**config.mk**
```make
export PLATFORM = sky130hd
export DESIGN_NAME = bbe_ram
export DESIGN_NICKNAME = d
export VERILOG_FILES = /design/src/rtl/bbe_ram.sv
export SDC_FILE = /design/constraint.sdc
export NUM_CORES = 1
export LEC_CHECK = 0
export BUFFER_PORTS_ARGS = -buffer_cell sky130_fd_sc_hd__buf_2
export CORE_MARGIN = 2
export CORE_UTILIZATION = 25
export DETAILED_ROUTE_END_ITERATION = 10
export HOLD_SLACK_MARGIN = 0.15
export PLACE_DENSITY_LB_ADDON = 0.1
export SLEW_MARGIN = 20
export SYNTH_ARGS = -nofsm -noshare
export SYNTH_HDL_FRONTEND = slang
export SYNTH_SLANG_ARGS = --single-unit
export TNS_END_PERCENT = 5
```
**constraint.sdc**
```tcl
create_clock -name clock -period 2.1 [get_ports clock]
set_input_delay 0.315 -clock clock [delete_from_list [all_inputs] [get_ports clock]]
set_output_delay 0.315 -clock clock [all_outputs]
set_load 0.1 [all_outputs]
```
**src/rtl/bbe_ram.sv**
```systemverilog
`timescale 1ns / 1ps
// ----------------------------------------------------------------------------
// bbe_ram
// simple dual-port ram, one write port, one registered read port
// ----------------------------------------------------------------------------
module bbe_ram #(
   parameter int DATA_W = 8,
   parameter int DEPTH  = 16
) (
   input  logic                     clock,
   input  logic                     we,
   input  logic [$clog2(DEPTH)-1:0] waddr,
   input  logic [DATA_W-1:0]        wdata,
   input  logic                     re,
   input  logic [$clog2(DEPTH)-1:0] raddr,
   output logic [DATA_W-1:0]        rdata
);

   logic [DATA_W-1:0] mem [DEPTH];
   logic [DATA_W-1:0] rdata_ff;

   always_ff @(posedge clock) begin
      if (we) begin
         mem[waddr] <= wdata;
      end
      if (re) begin
         rdata_ff <= mem[raddr];
      end
   end

   assign rdata = rdata_ff;

endmodule

```
==> out/qor.txt <==
Status = finished clean
Fin Clk Skew = 0.00519 ns
Synth top area cells = edfxtp_1, mux4_2, mux4_1
Wire per inst = 21.4 um
Mean post-synth cell area = 22.8 sq um
Peak supply drop = 0.490 mV
Slowest stage cell, crit path = buf_2
Hold Worst Slack = 0.298 ns
Synthesized cell area = 0.00523 sq mm
Final setup vio count = 0
Post-CTS Setup Bufs = 0
CP Depth = 1
Vias per cell = 4.36
Post-synthesis mux area share = 0.148
Crit Path Max Fanout = 1
Routed Antenna Nets = 0
Max cap viols = 0
CP arrival = 1.27 ns
Row cnt = 52
Hold WC Path Type = in2reg
# diodes = 0
CP Class = reg2out
Worst-Skew Late Latency = 0.41 ns
Gr ovfl total = 0
R2r worst-path depth = 3
Cell variety after synth = 18
Storage element area = 0.00408 sq mm
Setup TNS Final = 0 ns
Crit-path cells = buf_2
Die width = 149 um
Boundary pin count = 27
Mapped Cells = 229
Crit. End Element = primary output
First-pass GRT wire length = 17800 um
WHS Path Cells = 1
Largest family of logic cells by synthesized area = multiplexers
Layout area overhead = 20.9%
Most common cell after layout, fill and taps aside = edfxtp_1
RSZ-0062 raised after global routing = no
Compound-Gate Fraction of Synth Area = 0.0230
DRC = 0
Worst-margin pin slew = 0.509 ns
P per Cell Area = 952 mW/mm^2
Adder-Cell Fraction of Synth Area = 0
CP top delay family = buffers and inverters
Initial antenna violation count = 0
Clock Pin Slew Worst Setup and Hold Paths = 0.05 ns
Place WS = 0.0859 ns
CTS tree = built
Slowest Stage Delay on Critical Path = 0.46 ns
Tcrit/Tclk final = 0.755
# hold bufs at CTS = 0
Die height = 149 um
Port-buffer cells = 26
Area of the multi-input gates = 0.00106 sq mm
Critical Path Start Type = register
Overall routed net length = 12100 um
Seq cells post-synth = 136
Commonest cells after routing, fill and taps aside = edfxtp_1, buf_2, buf_4, mux4_2, clkbuf_16
Synth area leader = edfxtp_1
Simple-gate portion of the synthesized area = 0.0314
Syn Nets = 248
Leakage Power = 2.09 nW
R2R setup slack = 0.52 ns
Root buffer cell = clkbuf_16
Yosys top cell area share = 0.781
Max-slew violations = 0
Fillers = 1943
WP buf/inv = 1
Synth warn = 0
Vias post-DR = 2471
Maximum clock frequency = 631 MHz
DR iter-0 viols = 123
Share of layout cells above drive strength 1 = 0.296
Total clock sinks = 136
Clock tree buffer depth = 2
Nets = 306
Final Hold Viols = 0
Post_cts resized = 0
Post-synthesis sequential area ratio = 0.781
Fin crit period = 1.58 ns
CTS buffer count = 17
Number of iterations in the first detailed-routing pass = 4
HPWL after detailed placement = 8040 um
RD Place Congestion = 0.665
DIE AREA = 0.0221 sq mm
Placeable core region = 0.0204 sq mm
Total Routing Usage GR = 0.118
Pin count of the biggest net entering global routing = 22
Worst setup margin = 0.515 ns
Post-synthesis xor/xnor area fraction = 0
Relative slew margins = 0.663
Number of global-route vias before repair = 2618
Req. time, crit path = 1.78 ns
Htree depth = 4
Starting Density = 0.257
[cells in the mapped netlist (all sizes together)]
| library cell | number |
|---|---|
| clkdlybuf4s25 | 3 |
| nor3 | 4 |
| nand2 | 9 |
| and2 | 1 |
| nand3b | 2 |
| nor2b | 1 |
| nor2 | 13 |
| or3b | 1 |
| buf | 7 |
| a22oi | 16 |
| edfxtp | 136 |
| nand3 | 1 |
| mux4 | 32 |
| nand2b | 2 |
| and2b | 1 |
[logic make-up (layout without fill, tap and decap cells)]
logic type | after synthesis | after routing
buf+inv | 10 | 78
flops | 136 | 136
mux | 32 | 32
simple gates | 35 | 35
compound gates | 16 | 16
[registers in the layout, indices dropped and copies added (netlist names)]
name / count
rdata: 8
mem: 128
[cell type report]
type,instances,share of cell area
multi-input combinational,83,0.167
sequential,136,0.646
tap,270,0.0535
timing repair buffer,49,0.0539
clock inverter,8,0.00931
clock buffer,21,0.0697
[layer usage]
layer	vias up	global-route usage	wire length, um	share of wire
li1	1093	-	-	-
met1	1325	0.158	5800	0.48
met3	12	0.0291	348	0.029
met2	41	0.185	5830	0.48
met5	-	0	0	0
met4	0	0.0443	155	0.013
[path summary, 6_finish.rpt]
path | from | endpoint
worst max register to register | mem[9][2] | rdata[2]
worst max-delay path | rdata[7] | rdata[7]
worst min-delay path | re | rdata[3]
worst min register to register | mem[11][5] | rdata[5]
[per-stage QoR]
| stage | util | cell area (sq um) | power [W] | instances |
|---|---|---|---|---|
| floorplan | - | 5230 | 0.00338 | 229 |
| global placement | 0.286 | 5820 | 0.00354 | 538 |
| detailed placement | 0.286 | 5820 | 0.00354 | 538 |
| CTS | 0.310 | 6320 | 0.00611 | 567 |
| global route | 0.310 | 6320 | 0.00624 | 567 |
| finish | 0.310 | 6320 | 0.00602 | 567 |
[power breakdown]
group          switching [W]  leakage [nW]  internal (W)  total (W)
Clock               0.000966         0.244       0.00158    0.00254
Combinational       0.000270         0.607      0.000127   0.000397
Sequential         0.0000157          1.24       0.00306    0.00308
Power figures use the tool's default switching activity.
