$ cat config.mk
export PLATFORM = sky130hd
export DESIGN_NAME = bbe_pos
export DESIGN_NICKNAME = d
export VERILOG_FILES = /design/src/rtl/bbe_pkg.sv /design/src/rtl/bbe_pos.sv
export SDC_FILE = /design/constraint.sdc
export NUM_CORES = 1
export LEC_CHECK = 0
export ABC_AREA = 1
export BUFFER_PORTS_ARGS = -buffer_cell sky130_fd_sc_hd__buf_2
export CORE_MARGIN = 1.5
export CORE_UTILIZATION = 47
export CTS_BUF_LIST = sky130_fd_sc_hd__clkbuf_8
export DETAILED_ROUTE_END_ITERATION = 10
export PLACE_DENSITY = 0.64
export SYNTH_ARGS = -nofsm -noshare
export SYNTH_HDL_FRONTEND = slang
export SYNTH_SLANG_ARGS = --single-unit
$ cat constraint.sdc
create_clock -name clock -period 3.94 [get_ports clock]
set_clock_uncertainty 0.05 [all_clocks]
set_input_delay 0.788 -clock clock [delete_from_list [all_inputs] [get_ports clock]]
set_output_delay 0.788 -clock clock [all_outputs]
set_load 0.02 [all_outputs]
$ cat src/rtl/bbe_pkg.sv
`timescale 1ns / 1ps
// ----------------------------------------------------------------------------
// bbe_pkg
// shared constants, types and the reciprocal table of the 3x3 box blur
// ----------------------------------------------------------------------------
package bbe_pkg;

   localparam int MAX_WIDTH    = 1024;
   localparam int HEIGHT_LIMIT = 4096;

   localparam int COL_W  = $clog2(MAX_WIDTH);
   localparam int WID_W  = COL_W + 1;
   localparam int ROW_W  = $clog2(HEIGHT_LIMIT + 2);
   localparam int OROW_W = $clog2(HEIGHT_LIMIT);

   localparam int FW_W   = 11;
   localparam int FH_W   = 13;
   localparam int CH_W   = 8;
   localparam int PIX_W  = 3 * CH_W;
   localparam int SUM_W  = 12;
   localparam int CNT_W  = 4;
   localparam int NUM_W  = SUM_W + 1;
   localparam int RCP_K  = 20;
   localparam int RCP_W  = 20;
   localparam int PROD_W = NUM_W + RCP_W;

   localparam int CSR_AW = 3;
   localparam int CSR_DW = 32;

   localparam logic REG_WIDTH  = 1'b0;
   localparam logic REG_HEIGHT = 1'b1;

   localparam logic KIND_PIXEL = 1'b0;
   localparam logic KIND_DRAIN = 1'b1;

   localparam logic [FW_W-1:0] WIDTH_RESET  = FW_W'(640);
   localparam logic [FH_W-1:0] HEIGHT_RESET = FH_W'(480);

   typedef struct packed {
      logic             take;
      logic             emit;
      logic             last;
      logic             top_ok;
      logic             bot_ok;
      logic             left_ok;
      logic             right_ok;
      logic [COL_W-1:0] col;
   } ctl_type;

   // ceil(2^RCP_K / (2*count))
   function automatic logic [RCP_W-1:0] recip(input logic [CNT_W-1:0] cnt);
      logic [RCP_W-1:0] r;
      case (cnt)
         4'd1:    r = RCP_W'(524288);
         4'd2:    r = RCP_W'(262144);
         4'd3:    r = RCP_W'(174763);
         4'd4:    r = RCP_W'(131072);
         4'd5:    r = RCP_W'(104858);
         4'd6:    r = RCP_W'(87382);
         4'd7:    r = RCP_W'(74899);
         4'd8:    r = RCP_W'(65536);
         4'd9:    r = RCP_W'(58255);
         default: r = '0;
      endcase
      return r;
   endfunction

endpackage

$ cat src/rtl/bbe_pos.sv
`timescale 1ns / 1ps
// ----------------------------------------------------------------------------
// bbe_pos
// input and output raster position, item filtering and edge masks
// ----------------------------------------------------------------------------
module bbe_pos (
   input  logic                       clock,
   input  logic                       reset,
   input  logic                       restart,
   input  logic                       step,
   input  logic                       kind,
   input  logic [bbe_pkg::WID_W-1:0]  eff_w,
   input  logic [bbe_pkg::ROW_W-1:0]  eff_h,
   output bbe_pkg::ctl_type           ctl
);

   logic [bbe_pkg::COL_W-1:0]  in_col_ff,  in_col_in;
   logic [bbe_pkg::ROW_W-1:0]  in_row_ff,  in_row_in;
   logic [bbe_pkg::COL_W-1:0]  out_col_ff, out_col_in;
   logic [bbe_pkg::OROW_W-1:0] out_row_ff, out_row_in;
   logic                       in_done;

   always_comb begin
      in_done      = in_row_ff >= eff_h;
      ctl.take     = (kind == bbe_pkg::KIND_PIXEL) ? !in_done : in_done;
      ctl.emit     = (in_row_ff >= bbe_pkg::ROW_W'(2))
                  || ((in_row_ff == bbe_pkg::ROW_W'(1)) && (in_col_ff != '0));
      ctl.top_ok   = out_row_ff != '0;
      ctl.bot_ok   = (bbe_pkg::ROW_W'(out_row_ff) + bbe_pkg::ROW_W'(1)) < eff_h;
      ctl.left_ok  = out_col_ff != '0;
      ctl.right_ok = (bbe_pkg::WID_W'(out_col_ff) + bbe_pkg::WID_W'(1)) < eff_w;
      ctl.last     = !ctl.bot_ok && !ctl.right_ok;
      ctl.col      = in_col_ff;
   end

   always_comb begin
      in_col_in  = in_col_ff;
      in_row_in  = in_row_ff;
      out_col_in = out_col_ff;
      out_row_in = out_row_ff;
      if (restart) begin
         in_col_in  = '0;
         in_row_in  = '0;
         out_col_in = '0;
         out_row_in = '0;
      end else if (step && ctl.take) begin
         if ((bbe_pkg::WID_W'(in_col_ff) + bbe_pkg::WID_W'(1)) >= eff_w) begin
            in_col_in = '0;
            in_row_in = in_row_ff + bbe_pkg::ROW_W'(1);
         end else begin
            in_col_in = in_col_ff + bbe_pkg::COL_W'(1);
         end
         if (ctl.emit) begin
            if (ctl.last) begin
               in_col_in  = '0;
               in_row_in  = '0;
               out_col_in = '0;
               out_row_in = '0;
            end else if ((bbe_pkg::WID_W'(out_col_ff) + bbe_pkg::WID_W'(1)) >= eff_w) begin
               out_col_in = '0;
               out_row_in = out_row_ff + bbe_pkg::OROW_W'(1);
            end else begin
               out_col_in = out_col_ff + bbe_pkg::COL_W'(1);
            end
         end
      end
   end

   always_ff @(posedge clock) begin
      if (reset) begin
         in_col_ff  <= '0;
         in_row_ff  <= '0;
         out_col_ff <= '0;
         out_row_ff <= '0;
      end else begin
         in_col_ff  <= in_col_in;
         in_row_ff  <= in_row_in;
         out_col_ff <= out_col_in;
         out_row_ff <= out_row_in;
      end
   end

endmodule
==> summary.txt <==
Setup path
  • Kind of critical path: reg -> out
  • R2R Setup Slk: 550 ps
  • Critical Path AT: 2840 ps
  • Crit path launch: out_col_ff[0]
  • Cell Chain, Critical Path: ha_1 > nand3_1 > nor3_1 > nand3_1 > nand2_1 > inv_1 > ha_1 > nand2_1 > nor2_1 > nand3_1 > nand3_1 > nand2_1 > inv_1 > buf_2
  • Most common cell on crit path: nand3_1
  • CP Launch Type: flop
  • Slowest-stage cell, CP: dfxtp_1
  • Worst R2R Start: in_col_ff[0]
  • Crit path buffers/inverters: 3
  • Worst R2R Path Depth: 19
  • CP max stage delay: 450 ps
  • Worst Path Max Fanout: 7
  • Crit path depth: 14
  • Element type at the critical path end: output port
  • Worst Path Required: 3100 ps
  • Crit Reg-Reg Endpoint: in_row_ff[6]
  • CP delay by family, top: simple AND/OR/NAND/NOR gates

Logic synthesis
  • Synth Area in Simple Gates: 39.0%
  • Cell count after synthesis: 736
  • Syn. warnings: 0
  • Number of synthesized register bits: 45
  • Post-Synth Adder-Cell Area: 15.6%
  • Largest family of logic cells by synthesized area: simple AND/OR/NAND/NOR gates
  • Syn avg cell area: 6.09 um^2
  • Synth Area in Compound Gates: 7.20%
  • Seq/Total Area, Yosys: 20.1%
  • Syn_nets: 821
  • Netlist cell types: 36
  • Mapped cell area: 4480 um^2
  • Mux cell area share after synthesis: 0%
  • Post-synthesis xor/xnor area fraction: 5.28%

Drt
  • DRT Pass-1 Iters: 4
  • DRC: 0
  • Routed Antenna Nets: 0
  • Number of vias per cell: 4.94
  • Avg WL per Cell: 12.3 um
  • DRT iter0 DRCs: 128
  • Final WL: 11.1 mm
  • Vias: 4481

Hold path
  • Hold Path Sink: out_col_ff[3]
  • Hold_sp: out_col_ff[3]
  • Hold Path Class: reg -> reg
  • Hold Path Cell Cnt: 2

Cells and area
  • Layout cell share with drive strength beyond 1: 10.4%
  • Fill cells: 958
  • P&R area growth vs syn: 9.02%
  • Most frequent cells in the layout: nand2_1, inv_1, nor2_1
  • # diodes: 0
  • NumNets Final: 862
  • Core Util, Final: 52.9%
  • Most common cell after layout, fill and taps aside: nand2_1

Placement
  • Buffers on Ports: 45
  • Final GP Congestion: 0.886
  • DPL Wire Length: 8.99 mm

STA
  • Maximum clock frequency: 0.272 GHz
  • Pins Over Slew Limit: 0
  • Endpoints failing hold: 0
  • RSZ-0062 raised after global routing: no
  • Crit share post-route: 93.5%
  • Min Tclk post-route: 3680 ps
  • Worst-margin pin slew: 677 ps
  • Total negative setup slack: 0 ps
  • Finish-stage setup viols: 0
  • Rel. slew slack: 54.9%

Flow run
  • Max_cap viols: 0

Clock tree
  • CTS clk-pin slew, worst paths: 90 ps
  • Skew-Pair Late Insertion Delay: 310 ps
  • CTS Buf Count: 5
  • CTS tree: done
  • Post-CTS Setup Inserts: 0
  • CTS Hold Bufs: 0
  • Clock Tree Buf Depth: 2
  • CTS Root Cell: clkbuf_8
  • H-tree depth: 2
  • CTS resizes: 0
  • Clock Sink Count: 45

Floorplanning
  • Die Y: 101 um
  • # rows: 35
  • DIE AREA: 10100 um^2
  • Starting density of the core: 48.5%
  • Io pins: 46
  • Die width: 101 um
  • Core Region: 9240 um^2

GRT
  • Initial antenna violation count: 0
  • First-pass GRT wire length: 18.7 mm
  • GRT Overall Usage: 22.8%
  • Total global routing overflow: 0
  • Largest net degree at the start of global routing: 35
  • Vias in the first global route: 4090

Outcome
  • Status: complete, no violations

Power and ir drop
  • Lkg Pwr: 2.56 nW
  • Peak supply drop: 118 uV
  • Power Density: 181 nW/um^2
report_power, final:
part           leakage, nW  switching (W)  internal [W]
logic                 2.15      0.0000861     0.0000453
clock network       0.0416       0.000170      0.000123
registers            0.364     0.00000421      0.000458
total                 2.56       0.000260      0.000626
routing by layer:
| layer | up-vias | share of wire, % | global-route usage, % | routed length (um) |
|---|---|---|---|---|
| met5 | - | 0 | 0 | 0 |
| met4 | 0 | 2.1 | 6.83 | 231 |
| met3 | 18 | 3.9 | 3.05 | 436 |
| met2 | 86 | 45 | 39.8 | 5050 |
| met1 | 1979 | 49 | 29.3 | 5430 |
| li1 | 2398 | - | - | - |
registers in the layout, summed over array words and instances, names as in the netlist:
register    cells
in_row_ff      13
out_row_ff     12
in_col_ff      10
out_col_ff     10
metrics by stage:
step                total power, W  setup slack (ps)  std cells  hold WS (ps)  instance area [um^2]
CTS                       0.000900               248        907           451                  4870
finish                    0.000886               257        907           444                  4880
floorplan                 0.000561               770        736           402                  4480
detailed placement        0.000604               589        899           436                  4790
global route              0.000935              7.03        907           476                  4880
global placement          0.000601               656        899           425                  4790
worst max-delay path by stage:
stage                   end  slack [ps]
6_report            ctl[14]         260
5_1_grt             ctl[14]           7
4_1_cts             ctl[14]         250
3_5_place_dp        ctl[14]         590
3_3_place_gp   in_row_ff[6]         660
2_1_floorplan       ctl[14]         770
worst register-to-register path: cells and delay by family (launching register included):
kind | cells | cell delay (ps)
and+or+nand+nor | 10 | 1410
adders and majority gates | 2 | 480
DFF | 1 | 500
AOI/OAI and AO/OA | 3 | 380
buffers and inverters | 4 | 480
layout make-up:
class | instances | area [um^2] | area share, %
Sequential cell | 45 | 903 | 18.5
Clock buffer | 5 | 68.8 | 1.41
Clock inverter | 3 | 18.8 | 0.384
Tap cell | 129 | 161 | 3.30
Multi-Input combinational cell | 553 | 3020 | 61.7
Inverter | 123 | 462 | 9.45
Timing Repair Buffer | 49 | 255 | 5.23
cells by family (layout without fill, tap and decap cells):
family                   after synthesis  in the layout
flip-flops                            45             45
XOR/XNOR                              27             27
adder cells (fa/ha/maj)               56             56
AND/OR/NAND/NOR                      408            408
buffers and inverters                138            180
AO/OA/AOI/OAI                         62             62
Yosys cell counts, drive strengths merged:
cell | number | area share [%]
and2 | 1 | 0.14
nand2 | 218 | 18
ha | 56 | 16
nor3 | 13 | 1.8
xnor2 | 2 | 0.39
a21o | 1 | 0.17
nand3b | 1 | 0.17
or2 | 1 | 0.14
nor2 | 106 | 9.2
clkinv | 1 | 0.084
dfxtp | 45 | 20
nand4 | 28 | 4.2
clkbuf | 2 | 0.17
nor4 | 2 | 0.28
o21ai | 17 | 2.0
xor2 | 25 | 4.9
buf | 13 | 2.3
inv | 122 | 10
o21bai | 1 | 0.17
and3 | 1 | 0.14
a21oi | 43 | 4.9
nand3 | 37 | 4.5
(Power assumes the default switching activity.)
